<file path="src/hw/rtl/assert_macros.svh">
// Assertion macros shared by the RTL.
// No dependencies; included by modules that carry concurrent checks.
`ifndef ASSERT_MACROS_SVH
`define ASSERT_MACROS_SVH

// same-cycle implication
`define ASSERT_IMPLIES(lbl, clk, rst, ante, cons) \
  lbl: assert property (@(posedge clk) disable iff (rst) (ante) |-> (cons)) \
    else $error("same-cycle implication check failed");

// next-cycle implication
`define ASSERT_NEXT(lbl, clk, rst, ante, cons) \
  lbl: assert property (@(posedge clk) disable iff (rst) (ante) |=> (cons)) \
    else $error("next-cycle implication check failed");

`endif

</file>
<file path="src/hw/rtl/xyfr_pkg.sv">
// Shared types and constants for the xy frame receiver.
// No dependencies.
package xyfr_pkg;

  localparam int unsigned FRAME_BYTES = 8;
  localparam int unsigned BYTE_W      = 8;
  localparam int unsigned COORD_W     = 10;
  localparam int unsigned CFG_IDX_W   = 2;

  localparam logic [BYTE_W-1:0] HEAD_BYTE = 8'hFF;
  localparam logic [BYTE_W-1:0] TAIL_BYTE = 8'hFE;

  localparam logic [COORD_W-1:0] X_LIMIT_RESET = 10'd400;
  localparam logic [COORD_W-1:0] Y_LIMIT_RESET = 10'd240;

  localparam int unsigned QUEUE_DEPTH = 2;
  localparam int unsigned QPTR_W      = (QUEUE_DEPTH > 1) ? $clog2(QUEUE_DEPTH) : 1;
  localparam int unsigned QCNT_W      = $clog2(QUEUE_DEPTH + 1);

  typedef enum logic [CFG_IDX_W-1:0] {
    CFG_X_LIMIT = 2'd0,
    CFG_Y_LIMIT = 2'd1
  } cfg_reg_t;

  typedef logic [FRAME_BYTES-1:0][BYTE_W-1:0] frame_t;

  typedef struct packed {
    logic [COORD_W-1:0] x_limit;
    logic [COORD_W-1:0] y_limit;
  } limits_t;

  typedef struct packed {
    logic empty;
    logic full;
  } queue_status_t;

endpackage

</file>
<file path="src/hw/rtl/xyfr_front.sv">
// Front end: accepts rx bytes, tracks framing and the payload bytes.
// Pushes a frame snapshot into the queue on each frame end. Uses xyfr_pkg.
module xyfr_front #(
  parameter int unsigned MAX_LEN = 16
) (
  input  logic                          clk,
  input  logic                          rst,
  input  logic                          in_valid,
  output logic                          in_ready,
  input  logic [xyfr_pkg::BYTE_W-1:0]   rx_byte,
  input  xyfr_pkg::queue_status_t       queue_status,
  output logic                          push,
  output xyfr_pkg::frame_t              push_frame
);
  import xyfr_pkg::*;

  localparam int unsigned IdxW = $clog2(MAX_LEN + 1);
  localparam logic [IdxW-1:0] MaxLen = IdxW'(MAX_LEN);

  logic            receiving, receiving_next;
  logic [IdxW-1:0] fill_index, fill_index_next;
  frame_t          frame_bytes, frame_bytes_next;
  logic            accept;
  logic            frame_end;

  assign in_ready = !queue_status.full;
  assign accept   = in_valid && in_ready;

  always_comb begin
    receiving_next   = receiving;
    fill_index_next  = fill_index;
    frame_bytes_next = frame_bytes;
    frame_end        = 1'b0;
    if (accept) begin
      if (!receiving) begin
        if (rx_byte == HEAD_BYTE) begin
          receiving_next  = 1'b1;
          fill_index_next = IdxW'(1);
        end
      end else begin
        if (fill_index < MaxLen) begin
          for (int i = 0; i < FRAME_BYTES; i++) begin
            if (fill_index == IdxW'(i + 1)) begin
              frame_bytes_next[i] = rx_byte;
            end
          end
          fill_index_next = fill_index + 1'b1;
        end else begin
          // overflow byte: not stored, reception stops
          receiving_next  = 1'b0;
          fill_index_next = '0;
        end
        if (rx_byte == TAIL_BYTE) begin
          receiving_next = 1'b0;
          frame_end      = 1'b1;
        end
      end
    end
  end

  assign push       = frame_end;
  assign push_frame = frame_bytes_next;

  always_ff @(posedge clk) begin
    if (rst) begin
      receiving   <= 1'b0;
      fill_index  <= '0;
      frame_bytes <= '0;
    end else begin
      receiving   <= receiving_next;
      fill_index  <= fill_index_next;
      frame_bytes <= frame_bytes_next;
    end
  end

endmodule

</file>
<file path="src/hw/rtl/xyfr_queue.sv">
// Short queue of frame snapshots between front and back end.
// Uses xyfr_pkg for depth and entry type.
module xyfr_queue (
  input  logic                    clk,
  input  logic                    rst,
  input  logic                    push,
  input  xyfr_pkg::frame_t        push_frame,
  input  logic                    pop,
  output xyfr_pkg::frame_t        pop_frame,
  output xyfr_pkg::queue_status_t status
);
  import xyfr_pkg::*;

  frame_t              entries [QUEUE_DEPTH];
  logic [QPTR_W-1:0]   wr_ptr, rd_ptr;
  logic [QCNT_W-1:0]   count;
  logic                do_push, do_pop;

  assign status.empty = (count == '0);
  assign status.full  = (count == QCNT_W'(QUEUE_DEPTH));
  assign do_push      = push && !status.full;
  assign do_pop       = pop && !status.empty;
  assign pop_frame    = entries[rd_ptr];

  always_ff @(posedge clk) begin
    if (do_push) begin
      entries[wr_ptr] <= push_frame;
    end
  end

  always_ff @(posedge clk) begin
    if (rst) begin
      wr_ptr <= '0;
      rd_ptr <= '0;
      count  <= '0;
    end else begin
      if (do_push) begin
        wr_ptr <= (wr_ptr == QPTR_W'(QUEUE_DEPTH - 1)) ? '0 : wr_ptr + 1'b1;
      end
      if (do_pop) begin
        rd_ptr <= (rd_ptr == QPTR_W'(QUEUE_DEPTH - 1)) ? '0 : rd_ptr + 1'b1;
      end
      if (do_push && !do_pop) begin
        count <= count + 1'b1;
      end else if (do_pop && !do_push) begin
        count <= count - 1'b1;
      end
    end
  end

endmodule

</file>
<file path="src/hw/rtl/xyfr_back.sv">
// Back end: decodes a frame into four coordinates, range checks them
// and holds the result in the output register. Uses xyfr_pkg.
module xyfr_back (
  input  logic                          clk,
  input  logic                          rst,
  input  xyfr_pkg::frame_t              pop_frame,
  input  xyfr_pkg::queue_status_t       queue_status,
  output logic                          pop,
  input  xyfr_pkg::limits_t             limits,
  output logic                          out_valid,
  input  logic                          out_ready,
  output logic [xyfr_pkg::COORD_W-1:0]  tgt_x,
  output logic [xyfr_pkg::COORD_W-1:0]  tgt_y,
  output logic [xyfr_pkg::COORD_W-1:0]  cur_x,
  output logic [xyfr_pkg::COORD_W-1:0]  cur_y,
  output logic                          in_range
);
  import xyfr_pkg::*;

  localparam int unsigned NumWords = FRAME_BYTES / 2;
  localparam int unsigned WordW    = 2 * BYTE_W;

  logic [WordW-1:0]   words   [NumWords];
  logic [COORD_W-1:0] lims    [NumWords];
  logic [COORD_W-1:0] coords  [NumWords];
  logic [NumWords-1:0] word_ok;
  logic               all_ok;

  always_comb begin
    for (int k = 0; k < NumWords; k++) begin
      words[k]   = {pop_frame[2*k+1], pop_frame[2*k]};
      lims[k]    = (k % 2 == 0) ? limits.x_limit : limits.y_limit;
      word_ok[k] = !words[k][WordW-1] &&
                   (words[k][WordW-2:0] <= (WordW-1)'(lims[k]));
    end
    all_ok = &word_ok;
    for (int k = 0; k < NumWords; k++) begin
      coords[k] = all_ok ? words[k][COORD_W-1:0] : '0;
    end
  end

  assign pop = !queue_status.empty && (!out_valid || out_ready);

  always_ff @(posedge clk) begin
    if (rst) begin
      out_valid <= 1'b0;
    end else if (pop) begin
      out_valid <= 1'b1;
    end else if (out_ready) begin
      out_valid <= 1'b0;
    end
  end

  always_ff @(posedge clk) begin
    if (pop) begin
      tgt_x    <= coords[0];
      tgt_y    <= coords[1];
      cur_x    <= coords[2];
      cur_y    <= coords[3];
      in_range <= all_ok;
    end
  end

endmodule

</file>
<file path="src/hw/rtl/xy_frame_receiver_unit.sv">
// Top level of the xy frame receiver: config registers, front end,
// snapshot queue and back end. Uses xyfr_pkg and assert_macros.svh.
//
// Usage:
// - in channel (in_valid/in_ready/rx_byte): one received byte per beat.
//   0xFF while idle opens a frame, 0xFE while receiving closes it.
// - out channel (out_valid/out_ready + coordinate fields): one beat per
//   frame end, with four decoded coordinates and in_range; when any value
//   is negative or above its limit, in_range is 0 and all coordinates 0.
// - cfg channel (cfg_valid/cfg_ready/cfg_index/cfg_data): writes x_limit
//   (index 0) or y_limit (index 1); always ready. Write only while idle.
// Throughput: one byte per cycle while in_ready is high. Path: the queue
// is written at the edge that accepts the closing byte, and the output
// register loads the frame from the queue when it is free to take it.
// Stall: while out_ready is low, one finished frame waits in the output
// register and up to two more in the queue; in_ready drops while the
// queue is full. Reset: synchronous, clears framing state, payload bytes
// and the queue, and restores the limits to 400 and 240.
`include "assert_macros.svh"

module xy_frame_receiver_unit #(
  parameter int unsigned MAX_LEN = 16
) (
  input  logic                            clk,
  input  logic                            rst,
  input  logic                            in_valid,
  output logic                            in_ready,
  input  logic [xyfr_pkg::BYTE_W-1:0]     rx_byte,
  output logic                            out_valid,
  input  logic                            out_ready,
  output logic [xyfr_pkg::COORD_W-1:0]    tgt_x,
  output logic [xyfr_pkg::COORD_W-1:0]    tgt_y,
  output logic [xyfr_pkg::COORD_W-1:0]    cur_x,
  output logic [xyfr_pkg::COORD_W-1:0]    cur_y,
  output logic                            in_range,
  input  logic                            cfg_valid,
  output logic                            cfg_ready,
  input  logic [xyfr_pkg::CFG_IDX_W-1:0]  cfg_index,
  input  logic [xyfr_pkg::COORD_W-1:0]    cfg_data
);
  import xyfr_pkg::*;

  limits_t       limits;
  queue_status_t queue_status;
  logic          push, pop;
  frame_t        push_frame, pop_frame;
  logic          coords_zero;
  logic          coords_in_limits;

  assign cfg_ready = 1'b1;

  always_ff @(posedge clk) begin
    if (rst) begin
      limits.x_limit <= X_LIMIT_RESET;
      limits.y_limit <= Y_LIMIT_RESET;
    end else if (cfg_valid && cfg_ready) begin
      case (cfg_index)
        CFG_X_LIMIT: limits.x_limit <= cfg_data;
        CFG_Y_LIMIT: limits.y_limit <= cfg_data;
        default: ;
      endcase
    end
  end

  xyfr_front #(
    .MAX_LEN(MAX_LEN)
  ) u_front (
    .clk          (clk),
    .rst          (rst),
    .in_valid     (in_valid),
    .in_ready     (in_ready),
    .rx_byte      (rx_byte),
    .queue_status (queue_status),
    .push         (push),
    .push_frame   (push_frame)
  );

  xyfr_queue u_queue (
    .clk        (clk),
    .rst        (rst),
    .push       (push),
    .push_frame (push_frame),
    .pop        (pop),
    .pop_frame  (pop_frame),
    .status     (queue_status)
  );

  xyfr_back u_back (
    .clk          (clk),
    .rst          (rst),
    .pop_frame    (pop_frame),
    .queue_status (queue_status),
    .pop          (pop),
    .limits       (limits),
    .out_valid    (out_valid),
    .out_ready    (out_ready),
    .tgt_x        (tgt_x),
    .tgt_y        (tgt_y),
    .cur_x        (cur_x),
    .cur_y        (cur_y),
    .in_range     (in_range)
  );

  assign coords_zero = (tgt_x == '0) && (tgt_y == '0) && (cur_x == '0) && (cur_y == '0);
  assign coords_in_limits = (tgt_x <= limits.x_limit) && (tgt_y <= limits.y_limit) &&
                            (cur_x <= limits.x_limit) && (cur_y <= limits.y_limit);

  `ASSERT_IMPLIES(a_zero_when_out_of_range, clk, rst, out_valid && !in_range, coords_zero)
  `ASSERT_IMPLIES(a_within_limits, clk, rst, out_valid && in_range, coords_in_limits)
  `ASSERT_NEXT(a_push_lands, clk, rst, push, !queue_status.empty)
  `ASSERT_IMPLIES(a_no_push_when_full, clk, rst, queue_status.full, !push)

endmodule
</file>
<file path="config.mk">
export PLATFORM = sky130hd
export DESIGN_NAME = xy_frame_receiver_unit
export DESIGN_NICKNAME = d
export VERILOG_FILES = /design/src/hw/rtl/xyfr_pkg.sv /design/src/hw/rtl/xyfr_front.sv /design/src/hw/rtl/xyfr_queue.sv /design/src/hw/rtl/xyfr_back.sv /design/src/hw/rtl/xy_frame_receiver_unit.sv
export VERILOG_INCLUDE_DIRS = /design/src /design/src/hw/rtl
export SDC_FILE = /design/constraint.sdc
export NUM_CORES = 1
export LEC_CHECK = 0
export ABC_AREA = 0
export BUFFER_PORTS_ARGS = -buffer_cell sky130_fd_sc_hd__buf_2
export CAP_MARGIN = 20
export CORE_MARGIN = 3
export CORE_UTILIZATION = 45
export CTS_BUF_LIST = sky130_fd_sc_hd__clkbuf_16
export DETAILED_ROUTE_END_ITERATION = 16
export MAX_ROUTING_LAYER = met4
export PLACE_DENSITY = 0.67
export SLEW_MARGIN = 30
export SYNTH_ARGS = -nofsm -noshare
export SYNTH_HDL_FRONTEND = slang
export SYNTH_SLANG_ARGS = --single-unit
</file>
<file path="constraint.sdc">
create_clock -name clk -period 6.5 [get_ports clk]
set_clock_uncertainty 0.1 [all_clocks]
set_input_delay 1.3 -clock clk [delete_from_list [all_inputs] [get_ports clk]]
set_output_delay 1.3 -clock clk [all_outputs]
set_load 0.005 [all_outputs]
</file>
---- Word-level counts from Yosys, hierarchy flattened ----
Memories as Yosys holds them, arrays and structs flattened. A register that Yosys moved wholly into a read port is not among the register bits.
Index checks and enable logic that the tools add are counted.
storage, ports and cells
  logic and storage cells ................. 104
  input bits .............................. 25
  RAM bits ................................ 128
  memories kept ........................... 1
  ROM bits ................................ 0
  bits in registers ....................... 136
  output and inout bits ................... 44
  latch bits .............................. 0
memory list
  memory           words  width  rd ports  clocked after memory_dff  wr ports  RTL line          RTL
  u_queue.entries  2      64     1         1                         1         xyfr_queue.sv:14  frame_t entries [QUEUE_DEPTH];
operators by class
  multiply operators ...................... 0
  divide/modulo/power cells ............... 0
  equality and inequality tests ........... 12
  reductions and logical operators ........ 29
  order comparisons ....................... 5
  multiplexer cells ....................... 31
  shift-type cells ........................ 0
  add/subtract/negate cells ............... 5
  bitwise logic cells ..................... 0
operators by type and width
  operator               count
  $mux W64               3
  $mux W8                8
  $le A15 B10 Y1         4
  $eq A5 B3 Y1 const B   4
  $eq A8 B8 Y1 const B   2
  $mux W1                15
  $mux W5                3
  $eq A5 B2 Y1 const B   2
  $logic_and A1 B1 Y1    10
  $logic_not A1 Y1       9
  $reduce_and A2 Y1      3
  $reduce_bool A2 Y1     3
  $add A5 B1 Y5 const B  1
  $eq A5 B1 Y1 const B   1
  $eq A5 B4 Y1 const B   1
  $lt A5 B5 Y1 const B   1
  $logic_not A2 Y1       2
  $mux W2                2
  $reduce_and A4 Y1      1
  $add A1 B1 Y1 const B  2
  $add A2 B1 Y2 const B  1
  $eq A2 B1 Y1 const B   1
  $eq A2 B2 Y1 const B   1
  $sub A2 B1 Y2 const B  1
  $logic_or A1 B1 Y1     1

---- Longest topological paths before layout ----
Gate-level depths: netlist of the first run.
  word-level depth ........................ 9
  gate-level depth with buffers ........... 11
  gate-level depth less buffers ........... 8

---- Modules after synthesis ----
A second synthesis of the first run with hierarchy kept.
unflattened totals
  cell total of the unflattened synthesis .. 947
  area total of the unflattened synthesis .. 12742.2 um2
modules (own cells, without submodules)
  module                  instances  area an instance (um2)  seq. area each (um2)  cells each
  xyfr_queue              1          4832.1                  3943.8                224
  xyfr_front              1          3935.0                  1401.3                360
  xyfr_back               1          3118.0                  1251.2                280
  xy_frame_receiver_unit  1          857.1                   400.4                 83

---- Worst setup path after synthesis of the first run ----
OpenSTA, ideal clock, no wires.
  kind .................................... in2reg
  from .................................... in rx_byte[0] (netlist bit)
  to ...................................... mem u_queue.entries[0][0] (netlist bit) (enable)
  setup slack ............................. 1125 ps
  path buffers ............................ 1
  data arrival time ....................... 4781 ps
  library setup time ...................... 494 ps
  stages on the path ...................... 3
  required time ........................... 5906 ps
  path through ............................ clkbuf_1 > nor4_2 > nor2b_1
on the way
  word-level cells in the longest chain between the ends .. 7
ends and longest elaborated chain
  item                           RTL line                      RTL
  from (decl)                    xy_frame_receiver_unit.sv:28  input logic [xyfr_pkg::BYTE_W-1:0] rx_byte,
  $eq A8 B8 Y1                   xyfr_front.sv:53              if (rx_byte == TAIL_BYTE) begin
  $mux W1                        xyfr_front.sv:53
  $mux W1                        xyfr_front.sv:35              if (!receiving) begin
  $mux W1                        xyfr_front.sv:34              if (accept) begin
  $logic_and A1 B1 Y1            xyfr_queue.sv:21              assign do_push = push && !status.full;
  net u_queue.do_push            xyfr_queue.sv:17              logic do_push, do_pop;
  $mux W1                        xyfr_queue.sv:26              if (do_push) begin
  $mux W1 (implied by the code)  xyfr_queue.sv:27              entries[wr_ptr] <= push_frame;
  to (decl)                      xyfr_queue.sv:14
The timed path passes the listed nets, and every way through them passes these cells.

==> results of run 1 <==
==> power by group through the flow <==
stage	registers [W]	logic (W)	clock network (W)
6_report	0.00196	0.000463	0.00144
5_1_grt	0.00197	0.000514	0.00154
4_1_cts	0.00196	0.000474	0.00148
3_5_place_dp	0.00200	0.000470	0
3_3_place_gp	0.00199	0.000470	0
2_1_floorplan	0.00200	0.000267	0
==> critical path, stage by stage, from the launching register on <==
cell	delay (ns)
dfxtp_2	0.63
buf_4	0.45
mux2_2	0.40
ha_1	0.30
nand3_1	0.09
a211oi_1	0.33
nand2_1	0.12
a31oi_1	0.21
nand4b_1	0.25
buf_4	0.57
nor3b_2	0.09
==> per-stage QoR <==
step	instance area [sq um]	power [W]	hold WS [ns]	util, %
4_1_cts	12700	0.00391	0.359	53.0
2_1_floorplan	11200	0.00227	0.336	-
3_3_place_gp	11800	0.00246	0.347	49.3
3_5_place_dp	11800	0.00247	0.350	49.5
5_1_grt	12700	0.00403	0.376	53.0
6_report	12700	0.00386	0.360	53.0
==> registers in the layout, summed over array words and instances, names as in the netlist, named ones only <==
name,cells
limits,20
u_back.cur_x,10
u_back.cur_y,10
u_back.in_range,1
u_back.out_valid,1
u_back.tgt_x,10
u_back.tgt_y,10
u_front.fill_index,5
u_front.frame_bytes,64
u_front.receiving,1
u_queue.count,2
u_queue.entries,128
u_queue.rd_ptr,1
u_queue.wr_ptr,1
==> placed cells by master (no fill, tap or decap), types with 5 or more instances in the layout <==
cell type and instances:
mux2_4 11, clkbuf_16 28, nor3b_2 35, nand3_1 8, nand3_4 6, clkinv_1 7, edfxtp_1 169, mux2i_1 5
buf_4 6, nor4_1 9, dfxtp_1 95, mux2_2 86, nand4_1 9, a211o_1 7, buf_2 67, nand2_1 33
mux2_1 5, ha_1 45, nor2b_1 68, a21o_1 7, nor2_1 18, o21ai_0 7, inv_1 31, a21oi_1 32
==> layout make-up <==
class	count	area share (%)
inverters	25	0.741
clock buffers	28	5.53
multi-input cells	448	30.7
repair buffers	76	3.53
flip-flops and latches	265	55.2
well taps	319	3.15
clock inverters	22	1.08
==> how the worst max path moves through the flow <==
| stage | startpoint | endpoint | slack, ns |
|---|---|---|---|
| 2_1_floorplan | rx_byte[0] | u_queue.entries[0][0] | 1.13 |
| 3_3_place_gp | rx_byte[3] | u_queue.entries[0][60] | 2.38 |
| 3_5_place_dp | rx_byte[3] | u_queue.entries[1][5] | 2.54 |
| 4_1_cts | register | u_back.tgt_x[2] | 2.60 |
| 5_1_grt | register | u_back.tgt_x[1] | 2.38 |
| 6_report | register | u_back.cur_y[5] | 2.63 |
==> layer usage <==
layer | global-route usage, % | vias up
met5 | - | -
met4 | 4.31 | 0
met3 | 2.84 | 36
met2 | 26.3 | 143
met1 | 24.1 | 2952
li1 | - | 2991
==> cell families after synthesis <==
kind of cell / after synthesis
simple gates: 218
xor+xnor: 4
fa+ha+maj: 45
compound gates: 73
buf+inv: 57
other cells: 1
flops: 265
mux: 107
==> impl_metrics.csv, run 1 <==
group,metric,value,unit
cells_and_area,n_antenna_cell,0,
drt,finalWirelength,21.9,mm
drt,routedLengthMet1,10.4,mm
worst_hold_path,holdPathStages,2,
floorplan,pin_count,69,
cts,cts-resized-gates,0,
cts,cts_buffers,27,
power,p_seq_share,50.8,%
synthesis,syn_nets,840,
drt,vias_per_cell,5.17,
drt,wl_met2,9.80,mm
worst_setup_path,arrival,4.03,ns
cts,clock-sinks,265,
cts,ctsHtreeMaxLevel,1,
grt,first_global_vias,6025,
cts,cts_setup_buffers,0,
cells_and_area,multi_input_area,3900,sq um
worst_setup_path,critPathLaunchType,"register",
drt,remaining_drc_errors,0,
floorplan,die_h,163,um
synthesis,ys_top_cells_by_count,"edfxtp_1 (169), dfxtp_1 (96), mux2_2 (86)",
timing,finalMaxSlewViolations,0,
cells_and_area,areaGrowthSynthToFinish,13.6,%
grt,antenna_found_initial,0,
timing,rsz0062_at_grt,"false",
worst_setup_path,path_class,"register to register",
cells_and_area,fill_cells,1997,
synthesis,seq_area_frac_synth,62.7,%
cts,tritoncts,"done",
cells_and_area,nNetsFinal,913,
synthesis,ys_ff_latch,265,
synthesis,synthXorXnorAreaFrac,0.314,%
synthesis,syn_area_per_cell,14.5,sq um
drt,drtIter0Drc,304,
power,power.leakage,4.69,nW
timing,hold_violations,0,
cells_and_area,seqCellArea,7000,sq um
placed_design,dp.cells,1133,
cells_and_area,layout-drive-gt1-share,30.7,%
worst_setup_path,required,6.66,ns
floorplan,rows,56,
worst_setup_path,reg2reg_depth,10,
synthesis,synth-edff-count,169,
cts,postCtsHoldBufs,0,
power,swShare,24.0,%
floorplan,start_util,46.7,%
timing,tns,0,ns
power,power_density,305,nW/um^2
drt,met3_wirelength,1.08,mm
grt,grt_max_degree,97,
synthesis,yosysMostFrequentCell,"edfxtp_1",
floorplan,fp.dieW,163,um
timing,fin_crit_sh,59.5,%
run,maxCapViolations,0,
synthesis,synthFlopType,"edfxtp_1",
power,intPower,0.00293,W
synthesis,synth_top_family_by_area,"simple AND/OR/NAND/NOR gates",
synthesis,synth_area,11200,sq um
power,clockPowerShare,37.2,%
placed_design,portBuffers,67,
synthesis,yosys.area_share.adder,5.05,%
worst_hold_path,hold_class,"register to register",
outcome,status,"completed",
cts,clock_latency,0.53,ns
synthesis,synth-simple-area-share,14.0,%
cts,cts-root-buf,"clkbuf_16",
power,p_switching,0.000925,W
grt,grt_pass1_wl,34.6,mm
grt,grt_use_total,17.2,%
placed_design,dp_hpwl,15.0,mm
drt,vias,6122,
drt,first_pass_iters,5,
drt,ant_nets,0,
grt,grt_overflow,0,
floorplan,dieArea,26700,sq um
placed_design,gp_congestion,0.800,
synthesis,synthMuxAreaShare,11.1,%
worst_hold_path,hold_end,"limits[19]",
synthesis,yosysUniqueCellTypes,65,
timing,period_needed,3.87,ns
cells_and_area,finalNonFillerCells,1183,
synthesis,yosysTopAreaCell,"edfxtp_1",
floorplan,core-area,23900,sq um
synthesis,synth_top_cell_area_share,45.5,%
timing,postLayoutSetupSlackWorst,2.63,ns
power,power_frac_comb,12.0,%
cts,cts.clk_slew.worst_paths,0.06,ns
synthesis,async_flop_share,0,%
worst_hold_path,holdCritStartpoint,"limits[19]",
drt,dr.max_layer_used,"met4",
synthesis,synthesis.instances,770,
worst_setup_path,regToRegSetupSlack,2.63,ns
placed_design,dp_slack,2.54,ns
synthesis,ys.warnings.count,0,
timing,finalSetupViolCount,0,
worst_setup_path,crit_path_end_kind,"register",
worst_setup_path,timing.rr.end,"u_back.cur_y[5]",
cts,cts_max_path_buffers,3,
power,vdd_ir_drop_max,0.201,mV
timing,worst_slew_pin_slew,0.869,ns
synthesis,synth-compound-area-share,4.29,%
drt,wl_per_cell,18.5,um
timing,slew_headroom,41.7,%
worst_setup_path,crit_fanout,38,
synthesis,yosys-top-cells-area,"edfxtp_1 (45%), dfxtp_1 (17%), mux2_2 (8.7%)",
timing,max_freq,259,MHz
No activity file was read; power rests on OpenSTA's default activity.
==> run 2: changes to the inputs <==
==> constraint.sdc (replaced) <==
create_clock -name clk -period 4 [get_ports clk]
set_clock_uncertainty 0.1 [all_clocks]
set_input_delay 0.8 -clock clk [delete_from_list [all_inputs] [get_ports clk]]
set_output_delay 0.8 -clock clk [all_outputs]
set_load 0.005 [all_outputs]
==> run 2 against run 1 <==
Net effect:
- die area unchanged
- non-clock buffer count increased by 7
- sequential power increased by 64%
- critical path type unchanged
==> impl_metrics.csv, run 2 (synthesized netlist as in run 1, its figures left out) <==
group,metric,value,unit
worst_hold_path,hold_class,"register to register",
worst_setup_path,arrival,3.71,ns
run,maxCapViolations,0,
worst_hold_path,holdPathStages,2,
outcome,status,"completed",
cells_and_area,areaGrowthSynthToFinish,14.9,%
cts,cts-resized-gates,0,
cts,cts-root-buf,"clkbuf_16",
drt,met3_wirelength,1.07,mm
drt,remaining_drc_errors,0,
grt,antenna_found_initial,0,
timing,hold_violations,0,
power,power_density,522,nW/um^2
grt,grt_overflow,0,
placed_design,gp_congestion,0.845,
worst_setup_path,crit_fanout,41,
cts,postCtsHoldBufs,0,
timing,slew_headroom,42.6,%
grt,grt_max_degree,42,
cells_and_area,fill_cells,1998,
worst_setup_path,regToRegSetupSlack,0.57,ns
cells_and_area,layout-drive-gt1-share,31.4,%
worst_setup_path,reg2reg_depth,9,
timing,tns,0,ns
cells_and_area,largest_reg_flops,128,
worst_setup_path,timing.rr.end,"u_back.tgt_y[3]",
cells_and_area,seqCellArea,7000,sq um
drt,vias,6254,
timing,fin_crit_sh,85.7,%
cells_and_area,largest-register,"u_queue.entries",
drt,vias_per_cell,5.25,
cts,ctsHtreeMaxLevel,1,
placed_design,portBuffers,67,
cells_and_area,mostFrequentLayoutCell,"edfxtp_1",
cells_and_area,nNetsFinal,921,
worst_setup_path,critPathLaunchType,"register",
drt,finalWirelength,22.8,mm
cells_and_area,fin_area,12800,sq um
cts,cts.clk_slew.worst_paths,0.06,ns
drt,drtIter0Drc,369,
grt,first_global_vias,6155,
floorplan,die_h,163,um
placed_design,dp_hpwl,15.3,mm
power,power.leakage,4.80,nW
worst_setup_path,worstSetupEndpoint,"u_back.tgt_y[3]",
cts,cts_setup_buffers,0,
drt,first_pass_iters,4,
grt,grt_pass1_wl,35.9,mm
timing,finalSetupViolCount,0,
grt,grt_use_total,18.0,%
floorplan,dieArea,26700,sq um
drt,wl_met2,10.2,mm
placed_design,placed_cell_area,11900,sq um
timing,period_needed,3.43,ns
cells_and_area,n_antenna_cell,0,
drt,dr.max_layer_used,"met4",
worst_setup_path,required,4.28,ns
timing,worst_slew_pin_slew,0.856,ns
floorplan,rows,56,
cells_and_area,layout_common_cells,"edfxtp_1 (169), dfxtp_1 (95), mux2_2 (86), nor2b_1 (68), buf_2 (67)",
cells_and_area,multi_input_area,3900,sq um
worst_setup_path,path_class,"register to register",
power,vdd_ir_drop_max,0.306,mV
drt,wl_per_cell,19.1,um
timing,rsz0062_at_grt,"false",
cts,clock_latency,0.54,ns
cells_and_area,top_regs,"u_queue.entries (128), u_front.frame_bytes (64), limits (20)",
drt,ant_nets,0,
timing,finalMaxSlewViolations,0,
cts,tritoncts,"done",
timing,max_freq,292,MHz
floorplan,pin_count,69,
cts,cts_buffers,28,
worst_setup_path,crit_path_end_kind,"register",
drt,routedLengthMet1,10.9,mm
floorplan,core-area,23900,sq um
floorplan,start_util,46.7,%
cts,clock-sinks,265,
cts,cts_max_path_buffers,3,
floorplan,fp.dieW,163,um
## run 2: cell types whose count changed in the layout (fill, tap and decap cells not counted), sizes merged
cell    change
buf         +7
clkinv      +3
inv         -5
clkbuf      +1
bufinv      +3
## run 2: how the worst min path moves through the flow
stage / startpoint / to / slack [ns]
global placement: limits[15] / limits[15] / 0.35
floorplan: limits[11] / limits[11] / 0.34
global route: cfg_data[8] / limits[18] / 0.37
CTS: limits[19] / limits[19] / 0.36
finish: limits[19] / limits[19] / 0.36
detailed placement: limits[19] / limits[19] / 0.35
## run 2: final cells by class
| class | instances | share of cell area, % |
|---|---|---|
| Tap cell | 319 | 3.11 |
| Sequential cell | 265 | 54.6 |
| Timing Repair Buffer | 83 | 3.94 |
| Clock buffer | 29 | 5.66 |
| Clock inverter | 23 | 1.60 |
| Inverter | 25 | 0.732 |
| Multi-Input combinational cell | 448 | 30.4 |
## run 2: power breakdown
group	internal, W	switching (W)
clock network	0.00156	0.00103
registers	0.00312	0.0000915
logic	0.000394	0.000505
total	0.00507	0.00163
## run 2: per-stage QoR
step,power [W],cells,utilization [%],hold WS [ns],worst slack [ns]
floorplan,0.00377,770,-,0.336,0.335
global placement,0.00417,1140,49.8,0.346,0.630
detailed placement,0.00417,1140,49.8,0.351,0.530
CTS,0.00676,1192,53.7,0.360,0.527
global route,0.00699,1192,53.7,0.373,0.331
finish,0.00670,1192,53.7,0.357,0.573
## run 2: routing by layer
layer | up-vias | track usage, %
li1 | 3009 | -
met1 | 3074 | 25.3
met2 | 132 | 26.9
met3 | 39 | 2.64
met4 | 0 | 5.92
met5 | - | -
## run 2: critical path: stages (launching register included)
cell	delay, ns
dfxtp_2	0.79
buf_4	0.35
mux2_2	0.37
ha_1	0.31
and4_1	0.19
nand4_1	0.14
o22ai_1	0.18
o21ai_1	0.12
a21o_4	0.43
nor3b_2	0.27
==> run 3: changes to the inputs <==
--- a/config.mk
+++ b/config.mk
@@ -11,7 +11,7 @@
 export CAP_MARGIN = 20
 export CORE_MARGIN = 3
 export CORE_UTILIZATION = 45
-export CTS_BUF_LIST = sky130_fd_sc_hd__clkbuf_16
+export CTS_BUF_LIST = sky130_fd_sc_hd__clkbuf_8
 export DETAILED_ROUTE_END_ITERATION = 16
 export MAX_ROUTING_LAYER = met4
 export PLACE_DENSITY = 0.67
==> run 3 against run 2 <==
Net effect:
- combinational power is essentially flat
- clock power shrank 13%
- largest power group unchanged
- register-to-register slack gained 0.02 ns
- largest cell class unchanged
- critical path type unchanged
- sequential power is essentially flat
- worst setup slack gained 0.016 ns
- critical path depth is the same
- non-clock buffer count is the same
- wire length grew 1.4%
- flip-flop and latch count is the same
==> impl_metrics.csv, run 3 (synthesized netlist as in run 1, its figures left out) <==
group,metric,value,unit
placed_design,dp_hpwl,15.3,mm
drt,drtIter0Drc,367,
drt,finalWirelength,23.1,mm
cts,postCtsHoldBufs,0,
drt,first_pass_iters,4,
floorplan,pin_count,69,
cts,cts-root-buf,"clkbuf_8",
floorplan,rows,56,
cells_and_area,mostFrequentLayoutCell,"edfxtp_1",
power,power.leakage,4.82,nW
cells_and_area,areaGrowthSynthToFinish,14.2,%
grt,antenna_found_initial,0,
cells_and_area,fill_cells,2018,
cts,cts_max_path_buffers,3,
placed_design,dp.cells,1140,
outcome,status,"completed",
cells_and_area,largest_reg_flops,128,
grt,first_global_vias,6316,
worst_setup_path,crit_path_end_kind,"register",
cells_and_area,nNetsFinal,938,
cts,ctsHtreeMaxLevel,2,
worst_setup_path,arrival,3.68,ns
timing,hold_violations,0,
worst_setup_path,required,4.27,ns
worst_setup_path,crit_fanout,41,
placed_design,placed_cell_area,11900,sq um
cells_and_area,seqCellArea,7000,sq um
grt,grt_pass1_wl,36.1,mm
cells_and_area,multi_input_area,3900,sq um
cts,cts.clk_slew.worst_paths,0.06,ns
timing,tns,0,ns
timing,max_freq,293,MHz
timing,worst_slew_pin_slew,0.842,ns
placed_design,portBuffers,67,
cells_and_area,finalNonFillerCells,1220,
floorplan,dieArea,26700,sq um
grt,grt_max_degree,42,
cts,cts-resized-gates,0,
worst_setup_path,critPathLaunchType,"register",
cells_and_area,layout_common_cells,"edfxtp_1 (169), dfxtp_1 (95), mux2_2 (86), nor2b_1 (68), buf_2 (67)",
floorplan,core-area,23900,sq um
cts,clock_latency,0.54,ns
drt,remaining_drc_errors,0,
floorplan,fp.dieW,163,um
cts,clock-sinks,265,
timing,finalSetupViolCount,0,
power,power_density,499,nW/um^2
grt,grt_overflow,0,
placed_design,gp_congestion,0.845,
drt,vias_per_cell,5.16,
drt,wl_per_cell,19.0,um
cells_and_area,largest-register,"u_queue.entries",
grt,grt_use_total,18.2,%
drt,vias,6296,
floorplan,start_util,46.7,%
timing,rsz0062_at_grt,"false",
worst_hold_path,hold_class,"register to register",
cts,tritoncts,"done",
cells_and_area,top_regs,"u_queue.entries (128), u_front.frame_bytes (64), limits (20)",
timing,period_needed,3.41,ns
worst_setup_path,path_class,"register to register",
cts,cts_setup_buffers,0,
floorplan,die_h,163,um
cells_and_area,n_antenna_cell,0,
run,maxCapViolations,0,
timing,finalMaxSlewViolations,0,
cts,cts_buffers,45,
cells_and_area,layout-drive-gt1-share,32.4,%
cells_and_area,final_util,53.3,%
cells_and_area,fin_area,12700,sq um
timing,fin_crit_sh,85.3,%
drt,ant_nets,0,
timing,slew_headroom,43.5,%
power,vdd_ir_drop_max,0.259,mV
run 3: cell count changes in the layout (fill, tap and decap cells not counted), sizes merged:
cell,delta
clkinvlp,-1
clkbuf,+25
clkinv,-3
inv,+11
bufinv,-4
run 3: metal layers:
metal | share of wire, % | up-vias | GRT usage [%]
met2 | 46 | 136 | 27.6
met4 | 1.9 | 0 | 5.92
li1 | - | 3037 | -
met3 | 4.8 | 24 | 3.17
met1 | 48 | 3099 | 24.9
met5 | 0 | - | -
run 3: metrics by stage:
step / power [W] / setup WS (ns) / hold slack (ns)
finish: 0.00636 / 0.589 / 0.357
global route: 0.00666 / 0.333 / 0.377
CTS: 0.00643 / 0.525 / 0.360
detailed placement: 0.00417 / 0.530 / 0.351
global placement: 0.00417 / 0.630 / 0.346
floorplan: 0.00377 / 0.335 / 0.336
run 3: power by group:
part           internal [W]  switching [W]
Combinational      0.000394       0.000505
Clock               0.00122        0.00103
Sequential          0.00312      0.0000923
Total               0.00473        0.00163
run 3: area by class of cell:
cell class,instances,share of cell area [%]
flip-flops and latches,265,54.9
multi-input cells,448,30.6
clock buffers,54,5.83
repair buffers,83,3.97
well taps,319,3.13
clock inverters,26,0.825
inverters,25,0.737
run 3: final timing paths:
check,startpoint,to,slack [ns],depth (start not counted)
hold / removal,limits[19],limits[19],0.36,2
hold reg to reg,limits[19],limits[19],0.36,2
setup reg to reg,register,u_back.tgt_x[1],0.59,9
setup / recovery,register,u_back.tgt_x[1],0.59,9
run 3: worst max-delay path: stages, from the launching register on:
cell and delay [ns]:
dfxtp_2 0.80, buf_4 0.35, mux2_2 0.37, ha_1 0.31
and4_1 0.19, nand4_1 0.14, o22ai_1 0.17, o21ai_1 0.12
a21o_4 0.43, nor3b_1 0.27
